## config.mk

```make
export PLATFORM = sky130hd
export DESIGN_NAME = decimal_schoolbook_multiplier
export DESIGN_NICKNAME = d
export VERILOG_FILES = /design/src/hw/rtl/dsm_pkg.sv /design/src/hw/rtl/decimal_schoolbook_multiplier.sv
export SDC_FILE = /design/constraint.sdc
export NUM_CORES = 1
export LEC_CHECK = 0
export ABC_CLOCK_PERIOD_IN_PS = 14100
export BUFFER_PORTS_ARGS = -buffer_cell sky130_fd_sc_hd__buf_2
export CAP_MARGIN = 10
export CELL_PAD_IN_SITES_DETAIL_PLACEMENT = 0
export CELL_PAD_IN_SITES_GLOBAL_PLACEMENT = 1
export CORE_UTILIZATION = 53
export DETAILED_ROUTE_END_ITERATION = 10
export PLACE_DENSITY_LB_ADDON = 0.05
export SLEW_MARGIN = 15
export SYNTH_ARGS = -nofsm -noshare
export SYNTH_HDL_FRONTEND = slang
export SYNTH_SLANG_ARGS = --single-unit
```

## constraint.sdc

```tcl
create_clock -name clock -period 14.1 [get_ports clock]
set_input_delay 0.705 -clock clock [delete_from_list [all_inputs] [get_ports clock]]
set_output_delay 0.705 -clock clock [all_outputs]
set_load 0.02 [all_outputs]
```

## src/hw/rtl/dsm_pkg.sv

```systemverilog
`timescale 1ns / 1ps
`default_nettype none

package dsm_pkg;

   // operand length limit and derived sizes
   localparam int MAX_DIGITS = 32;
   localparam int RADIX      = 10;
   localparam int DIGIT_W    = 4;
   localparam int OPND_AW    = (MAX_DIGITS > 1) ? $clog2(MAX_DIGITS) : 1;
   localparam int CNT_W      = $clog2(MAX_DIGITS + 1);
   localparam int PROD_DEPTH = 2 * MAX_DIGITS;
   localparam int PROD_AW    = $clog2(PROD_DEPTH);
   localparam int SUM_W      = 7;
   // reciprocal of ten, exact for sums far beyond the largest digit step
   localparam int RECIP_MUL  = 205;
   localparam int RECIP_SHR  = 11;

   localparam logic [DIGIT_W-1:0] DIGIT_MAX = DIGIT_W'(RADIX - 1);

   typedef struct packed {
      logic [DIGIT_W-1:0] first_digit;
      logic [DIGIT_W-1:0] second_digit;
      logic               last_digit;
   } req_payload_type;

   typedef struct packed {
      logic [DIGIT_W-1:0] product_digit;
      logic               final_digit;
      logic               zero_product;
   } rsp_payload_type;

   typedef struct packed {
      logic [DIGIT_W-1:0] quot;
      logic [DIGIT_W-1:0] rem;
   } digit_split_type;

   typedef enum logic [3:0] {
      S_LOAD,
      S_ROW,
      S_MAC,
      S_TAIL,
      S_SCAN_RD,
      S_SCAN_CHK,
      S_OUT_RD,
      S_OUT_WR,
      S_ZERO
   } state_type;

   // digits above nine saturate to nine
   function automatic logic [DIGIT_W-1:0] sat_digit(input logic [DIGIT_W-1:0] v);
      return (v > DIGIT_MAX) ? DIGIT_MAX : v;
   endfunction

   // split a step sum (at most 99) into carry and decimal digit
   function automatic digit_split_type split_decimal(input logic [SUM_W-1:0] sum);
      logic [SUM_W+8-1:0] scaled;
      logic [SUM_W-1:0]   back;
      digit_split_type    res;
      scaled   = (SUM_W + 8)'(sum) * (SUM_W + 8)'(RECIP_MUL);
      res.quot = scaled[RECIP_SHR +: DIGIT_W];
      back     = SUM_W'(res.quot) * SUM_W'(RADIX);
      res.rem  = DIGIT_W'(sum - back);
      return res;
   endfunction

endpackage

`default_nettype wire

```

## src/hw/rtl/decimal_schoolbook_multiplier.sv

```systemverilog
`timescale 1ns / 1ps
`default_nettype none
// decimal schoolbook multiplier
// request channel (req_valid / req_ready / req_payload) carries one digit pair per
// transaction, most significant pair first; last_digit marks the least significant pair
// and starts the multiply. pairs beyond the operand store capacity are dropped.
// response channel (rsp_valid / rsp_ready / rsp_payload) returns the product digits,
// most significant first, leading zeros stripped, final_digit on the last one; a zero
// product comes back as a single 0 with zero_product set.
// sequence for n loaded pairs: one pair is loaded per cycle, then n rows of
// multiply-accumulate run on the single digit mac unit (one step a cycle, plus a d1
// fetch and a carry write-back per row), then the scan skips leading zeros and each
// product digit is read and sent.
// req_ready is high only while loading; the block takes one operation at a time.
// the response sits in an output register, so the last digit can wait for the
// receiver while the next load already starts; a stalled receiver holds the sequencer
// before the next digit. synchronous reset empties the load count, clears the
// response valid flag and the product valid bits and returns to loading.
module decimal_schoolbook_multiplier
   import dsm_pkg::*;
(
   input  wire logic            clock,
   input  wire logic            reset,
   input  wire logic            req_valid,
   output logic                 req_ready,
   input  wire req_payload_type req_payload,
   output logic                 rsp_valid,
   input  wire logic            rsp_ready,
   output rsp_payload_type      rsp_payload
);

   // operand and product memories
   logic [DIGIT_W-1:0] first_mem  [MAX_DIGITS];
   logic [DIGIT_W-1:0] second_mem [MAX_DIGITS];
   logic [DIGIT_W-1:0] prod_mem   [PROD_DEPTH];

   // sequencer state
   state_type          state_ff, state_in;
   logic [CNT_W-1:0]   count_ff, count_in;
   logic [CNT_W-1:0]   n_ff, n_in;
   logic [OPND_AW-1:0] a_ff, a_in;
   logic [OPND_AW-1:0] b_ff, b_in;
   logic [PROD_AW-1:0] idx_ff, idx_in;
   logic [DIGIT_W-1:0] carry_ff, carry_in;
   logic [PROD_DEPTH-1:0] pvalid_ff, pvalid_in;

   // read data registers
   logic [DIGIT_W-1:0] first_rd_ff, second_rd_ff, prod_rd_ff;
   logic               prod_rv_ff;

   // response output register
   logic               rsp_valid_ff;
   rsp_payload_type    rsp_data_ff;

   // memory controls
   logic               opnd_we;
   logic [OPND_AW-1:0] opnd_waddr;
   logic               first_re, second_re, prod_re, prod_we;
   logic [OPND_AW-1:0] first_raddr, second_raddr;
   logic [PROD_AW-1:0] prod_raddr, prod_waddr;
   logic [DIGIT_W-1:0] prod_wdata;
   logic               rsp_load;
   rsp_payload_type    rsp_load_data;

   // datapath
   logic               req_fire, slot_free, full;
   logic [CNT_W-1:0]   n_m1, first_idx, second_idx;
   logic [CNT_W:0]     scan_top;
   logic [DIGIT_W-1:0] prod_val;
   logic [2*DIGIT_W-1:0] digit_mul;
   logic [SUM_W-1:0]   step_sum;
   digit_split_type    step_split;
   logic               row_end, last_row;

   assign req_ready = (state_ff == S_LOAD);
   assign req_fire  = req_valid && req_ready;
   assign slot_free = !rsp_valid_ff || rsp_ready;
   assign full      = (count_ff == CNT_W'(MAX_DIGITS));

   assign n_m1       = n_ff - CNT_W'(1);
   assign first_idx  = n_m1 - CNT_W'(a_ff);
   // next column in a row reads one place further from the least significant end
   assign second_idx = (state_ff == S_ROW) ? n_m1 : (n_m1 - CNT_W'(b_ff) - CNT_W'(1));
   assign scan_top   = {n_ff, 1'b0} - (CNT_W + 1)'(1);

   // product digits never written in this operation read as zero
   assign prod_val   = prod_rv_ff ? prod_rd_ff : '0;
   assign digit_mul  = first_rd_ff * second_rd_ff;
   assign step_sum   = SUM_W'(digit_mul) + SUM_W'(prod_val) + SUM_W'(carry_ff);
   assign step_split = split_decimal(step_sum);
   assign row_end    = (CNT_W'(b_ff) == n_m1);
   assign last_row   = (CNT_W'(a_ff) == n_m1);

   always_ff @(posedge clock) begin
      if (reset) begin
         state_ff     <= S_LOAD;
         count_ff     <= '0;
         pvalid_ff    <= '0;
         rsp_valid_ff <= 1'b0;
      end else begin
         state_ff  <= state_in;
         count_ff  <= count_in;
         pvalid_ff <= pvalid_in;
         if (rsp_load) begin
            rsp_valid_ff <= 1'b1;
         end else if (rsp_ready) begin
            rsp_valid_ff <= 1'b0;
         end
      end
   end

   always_ff @(posedge clock) begin
      n_ff     <= n_in;
      a_ff     <= a_in;
      b_ff     <= b_in;
      idx_ff   <= idx_in;
      carry_ff <= carry_in;
      if (rsp_load) begin
         rsp_data_ff <= rsp_load_data;
      end
   end

   // memories: one write and one registered read each
   always_ff @(posedge clock) begin
      if (opnd_we) begin
         first_mem[opnd_waddr]  <= sat_digit(req_payload.first_digit);
         second_mem[opnd_waddr] <= sat_digit(req_payload.second_digit);
      end
      if (first_re) begin
         first_rd_ff <= first_mem[first_raddr];
      end
      if (second_re) begin
         second_rd_ff <= second_mem[second_raddr];
      end
   end

   always_ff @(posedge clock) begin
      if (prod_we) begin
         prod_mem[prod_waddr] <= prod_wdata;
      end
      if (prod_re) begin
         prod_rd_ff <= prod_mem[prod_raddr];
         prod_rv_ff <= pvalid_ff[prod_raddr];
      end
   end

   always_comb begin
      state_in      = state_ff;
      count_in      = count_ff;
      n_in          = n_ff;
      a_in          = a_ff;
      b_in          = b_ff;
      idx_in        = idx_ff;
      carry_in      = carry_ff;
      pvalid_in     = pvalid_ff;
      opnd_we       = 1'b0;
      opnd_waddr    = count_ff[OPND_AW-1:0];
      first_re      = 1'b0;
      first_raddr   = first_idx[OPND_AW-1:0];
      second_re     = 1'b0;
      second_raddr  = second_idx[OPND_AW-1:0];
      prod_re       = 1'b0;
      prod_raddr    = idx_ff;
      prod_we       = 1'b0;
      prod_waddr    = PROD_AW'(a_ff) + PROD_AW'(b_ff);
      prod_wdata    = step_split.rem;
      rsp_load      = 1'b0;
      rsp_load_data = '{product_digit: prod_val,
                        final_digit:   (idx_ff == '0),
                        zero_product:  1'b0};

      unique case (state_ff)
         S_LOAD: begin
            if (req_fire) begin
               opnd_we  = !full;
               count_in = full ? count_ff : (count_ff + CNT_W'(1));
               if (req_payload.last_digit) begin
                  n_in      = count_in;
                  count_in  = '0;
                  a_in      = '0;
                  pvalid_in = '0;
                  state_in  = S_ROW;
               end
            end
         end
         // fetch the row digit, the first column digit and the product digit
         S_ROW: begin
            first_re   = 1'b1;
            second_re  = 1'b1;
            prod_re    = 1'b1;
            prod_raddr = PROD_AW'(a_ff);
            b_in       = '0;
            carry_in   = '0;
            state_in   = S_MAC;
         end
         // one digit multiply-accumulate per cycle, next column read in flight
         S_MAC: begin
            prod_we               = 1'b1;
            pvalid_in[prod_waddr] = 1'b1;
            carry_in              = step_split.quot;
            if (row_end) begin
               state_in = S_TAIL;
            end else begin
               second_re  = 1'b1;
               prod_re    = 1'b1;
               prod_raddr = PROD_AW'(a_ff) + PROD_AW'(b_ff) + PROD_AW'(1);
               b_in       = b_ff + OPND_AW'(1);
            end
         end
         // row carry lands one place above the row, always a fresh position
         S_TAIL: begin
            prod_we               = 1'b1;
            prod_waddr            = PROD_AW'(a_ff) + PROD_AW'(n_ff);
            prod_wdata            = carry_ff;
            pvalid_in[prod_waddr] = 1'b1;
            if (last_row) begin
               idx_in   = scan_top[PROD_AW-1:0];
               state_in = S_SCAN_RD;
            end else begin
               a_in     = a_ff + OPND_AW'(1);
               state_in = S_ROW;
            end
         end
         S_SCAN_RD: begin
            prod_re  = 1'b1;
            state_in = S_SCAN_CHK;
         end
         // strip leading zeros; the digit found is already in the read register
         S_SCAN_CHK: begin
            if (prod_val != '0) begin
               state_in = S_OUT_WR;
            end else if (idx_ff == '0) begin
               state_in = S_ZERO;
            end else begin
               idx_in   = idx_ff - PROD_AW'(1);
               state_in = S_SCAN_RD;
            end
         end
         S_OUT_RD: begin
            prod_re  = 1'b1;
            state_in = S_OUT_WR;
         end
         S_OUT_WR: begin
            if (slot_free) begin
               rsp_load = 1'b1;
               if (idx_ff == '0) begin
                  state_in = S_LOAD;
               end else begin
                  idx_in   = idx_ff - PROD_AW'(1);
                  state_in = S_OUT_RD;
               end
            end
         end
         S_ZERO: begin
            if (slot_free) begin
               rsp_load      = 1'b1;
               rsp_load_data = '{product_digit: '0, final_digit: 1'b1, zero_product: 1'b1};
               state_in      = S_LOAD;
            end
         end
         default: begin
            state_in = S_LOAD;
         end
      endcase
   end

   assign rsp_valid   = rsp_valid_ff;
   assign rsp_payload = rsp_data_ff;

   // a last pair always leaves the load count empty
   assert property (@(posedge clock) disable iff (reset)
      req_fire && req_payload.last_digit |=> count_ff == '0)
      else $error("load count not cleared after last pair");

   // the column counter stays inside the operand length
   assert property (@(posedge clock) disable iff (reset)
      state_ff == S_MAC |-> CNT_W'(b_ff) < n_ff)
      else $error("column index beyond operand length");

   // a zero product is a single flagged zero digit
   assert property (@(posedge clock) disable iff (reset)
      rsp_valid && rsp_payload.zero_product |->
         rsp_payload.final_digit && rsp_payload.product_digit == '0)
      else $error("malformed zero product");

   // every emitted digit is decimal
   assert property (@(posedge clock) disable iff (reset)
      rsp_valid |-> rsp_payload.product_digit <= DIGIT_MAX)
      else $error("product digit above nine");

endmodule

`default_nettype wire
```

==> flow_metrics.py <==
metrics = {
    "route": {
        "length_of_the_first_detailed_routing_pass_in_iterations": 8,
        "routed-via-count": 17662,
        "remaining_drc_errors": 4,
        "vias_per_cell": 6.099,
        "antenna_left": 0,
        "dr.first_iter.drc_count": 1633,
        "total_wirelength_of_the_detailed_routed_design_um": 70380,
        "drt-wirelength-per-cell_um": 24.30,
    },
    "clock_tree": {
        "cts.htree.levels": 3,
        "holdBufCountCts": 0,
        "postCtsResizedCells": 0,
        "cts_tree": "done",
        "clk_latency_ns": 0.63,
        "root_buffer": "clkbuf_16",
        "post_cts_buffers": 0,
        "clock_slew_at_reported_path_ffs_ns": 0.06,
        "clock_path_buffers": 3,
        "tritoncts.num_buffers": 68,
        "cts.sink_count": 632,
    },
    "sta": {
        "final.setup_skew_ns": 0.05448,
        "final_slew_violations": 0,
        "timing.final.crit_share_pct": 60.22,
        "maxClockFrequency_mhz": 117.8,
        "grt_setup_unrepaired": "false",
        "max-slew-margin-rel_pct": 18.05,
        "totalNegativeSetupSlack_ns": 0,
        "layout_min_cycle_time_ns": 8.492,
        "tightestPinTransition_ns": 1.220,
        "timing.final.setup_violations": 0,
        "whs_ns": 0.4638,
        "finalHoldViolations": 0,
    },
    "yosys": {
        "synth-edff-count": 557,
        "synth_largest_area_cell": "edfxtp_1",
        "mappedNetlistArea_sq_um": 28390,
        "ys_seq_area_share_pct": 64.19,
        "synth_top_cells_by_area": "edfxtp_1 (59%), dfxtp_1 (5.3%), mux4_2 (5.1%), nor2_1 (3.5%), nand2_1 (3.4%)",
        "async_flop_share_pct": 0,
        "ys.flop_type": "edfxtp_1",
        "yosysWarningCount": 0,
        "synthesis.area_per_instance_sq_um": 13.28,
        "yosys_register_bits": 632,
        "netlist_instances": 2138,
        "syn-num-nets": 2247,
        "synth_cell_type_count": 71,
        "yosys.area.top_type_share_pct": 58.91,
    },
    "worst_setup_path": {
        "crit_path_top_delay_cell": "o41ai_1",
        "timing.critical_path.slowest_cell_delay_ns": 0.58,
        "worst_setup_path_start_kind": "flop",
        "critical_path_arrival_ns": 8.81,
        "critPathMaxFanout": 64,
        "crit_path_end_kind": "flop",
        "worstSetupPathType": "reg2reg",
        "top_cell_by_count_worst_path": "inv_1",
        "crit_required_ns": 14.42,
    },
    "global_route": {
        "pin_count_of_the_biggest_net_entering_global_routing": 65,
        "number_of_antenna_violations_at_the_first_check_in_global_routing": 3,
        "grt_overflow": 0,
        "overall_track_demand_over_capacity_in_global_routing_pct": 26.53,
        "grt_first_pass_wirelength_um": 106300,
        "first_global_vias": 17261,
    },
    "floorplanning": {
        "io_pins": 21,
        "num_rows": 84,
        "die_w_um": 233.5,
        "start_util_pct": 53.82,
        "floorplan.core_area_sq_um": 52760,
        "die_y_um": 233.5,
        "fp.dieArea_sq_um": 54500,
    },
    "final_layout": {
        "fill_cells": 4141,
        "most_common_cell_after_layout_fill_and_taps_aside": "edfxtp_1",
        "insertedDiodeCount": 0,
        "final_cell_mix": "edfxtp_1 (557), nor2_1 (267), nand2_1 (256)",
        "area_growth_pct": 10.83,
        "nets": 2266,
        "drive_above_1_share_pct": 12.18,
        "finish.cell_count_without_fillers": 2896,
    },
    "job": {
        "drv.max_cap_violation_count": 0,
    },
    "placed_design": {
        "place_inst": 2775,
        "hpwl_um": 45650,
        "gp_routability_congestion": 0.8692,
        "numPortBuffers": 20,
    },
    "outcome": {
        "violations": "design-rule violations",
        "outcome": "finished, violations left",
    },
    "min_path": {
        "timing.hold.worst.class": "reg2reg",
    },
}
-- final timing paths --
kind	slack [ns]	end	start	cells after the start
setup / recovery	5.61	prod_mem[51][3]	prod_rv_ff	34
hold / removal	0.46	pvalid_ff[53]	pvalid_ff[53]	1
setup reg to reg	5.61	prod_mem[51][3]	prod_rv_ff	34
hold reg to reg	0.46	pvalid_ff[53]	pvalid_ff[53]	1
-- sequential cells by signal, summed over array words and instances, names as in the netlist, 5 cells and up --
| register | cells |
|---|---|
| prod_mem | 256 |
| second_mem | 128 |
| count_ff | 6 |
| n_ff | 6 |
| rsp_payload | 6 |
| first_mem | 128 |
| idx_ff | 6 |
| b_ff | 5 |
| a_ff | 5 |
| pvalid_ff | 64 |
-- through the flow --
| step | cell area (sq um) | setup WS [ns] | utilization [%] |
|---|---|---|---|
| final | 31470 | 5.608 | 59.64 |
| after global routing | 31470 | 5.014 | 59.64 |
| after CTS | 31440 | 5.542 | 59.58 |
| after detailed placement | 29300 | 5.565 | 55.54 |
| after global placement | 29300 | 5.698 | 55.54 |
| after floorplan | 28390 | 4.098 | - |
-- worst max-delay path: cells and delay by family, from the launching register on --
family,cells,cell delay [ns]
AOI/OAI and AO/OA,7,1.26
buffers and inverters,9,0.95
and+or+nand+nor,1,0.11
adders and majority gates,12,4.28
xor gates and xnor gates,5,1.07
DFF,1,0.40
-- cell usage after synthesis, drive strengths merged, types with 38 or more instances --
cell and number:
inv 71, mux2i 44, a21oi 61, o21a 62
buf 38, nand2 256, mux4 64, edfxtp 557
nand3 76, nor2 268, dfxtp 75, clkbuf 66
o21ai 59, ha 72
-- final cells by class --
cell class / instances / area, sq um / area share [%]
inverters: 71 / 266.5 / 0.8469
well taps: 688 / 860.8 / 2.735
multi-input cells: 1331 / 9634 / 30.62
clock buffers: 91 / 1818 / 5.777
repair buffers: 53 / 347.8 / 1.105
clock inverters: 30 / 314.1 / 0.9980
flip-flops and latches: 632 / 18230 / 57.92
-- cells by family (layout without fill, tap and decap cells) --
family,after synthesis,after routing,share of synthesized area [%]
compound gates,323,323,7.901
xor+xnor,51,51,1.622
fa+ha+maj,96,96,4.865
buf+inv,175,245,2.454
flops,632,632,64.19
mux,137,137,7.817
simple gates,724,724,11.15
-- layer usage --
metal  global-route usage, %  part of all wire, %  vias to the layer above
li1                        -                    -                     8030
met2                   39.35                   45                      578
met5                       0                0.018                        -
met4                   6.899                  2.0                        2
met1                   40.72                   47                     8947
met3                   4.272                  6.5                      105
Power is left out: the tool's default activity adds up to more than one toggle a clock period on the data nets, which glitch-free logic cannot reach.
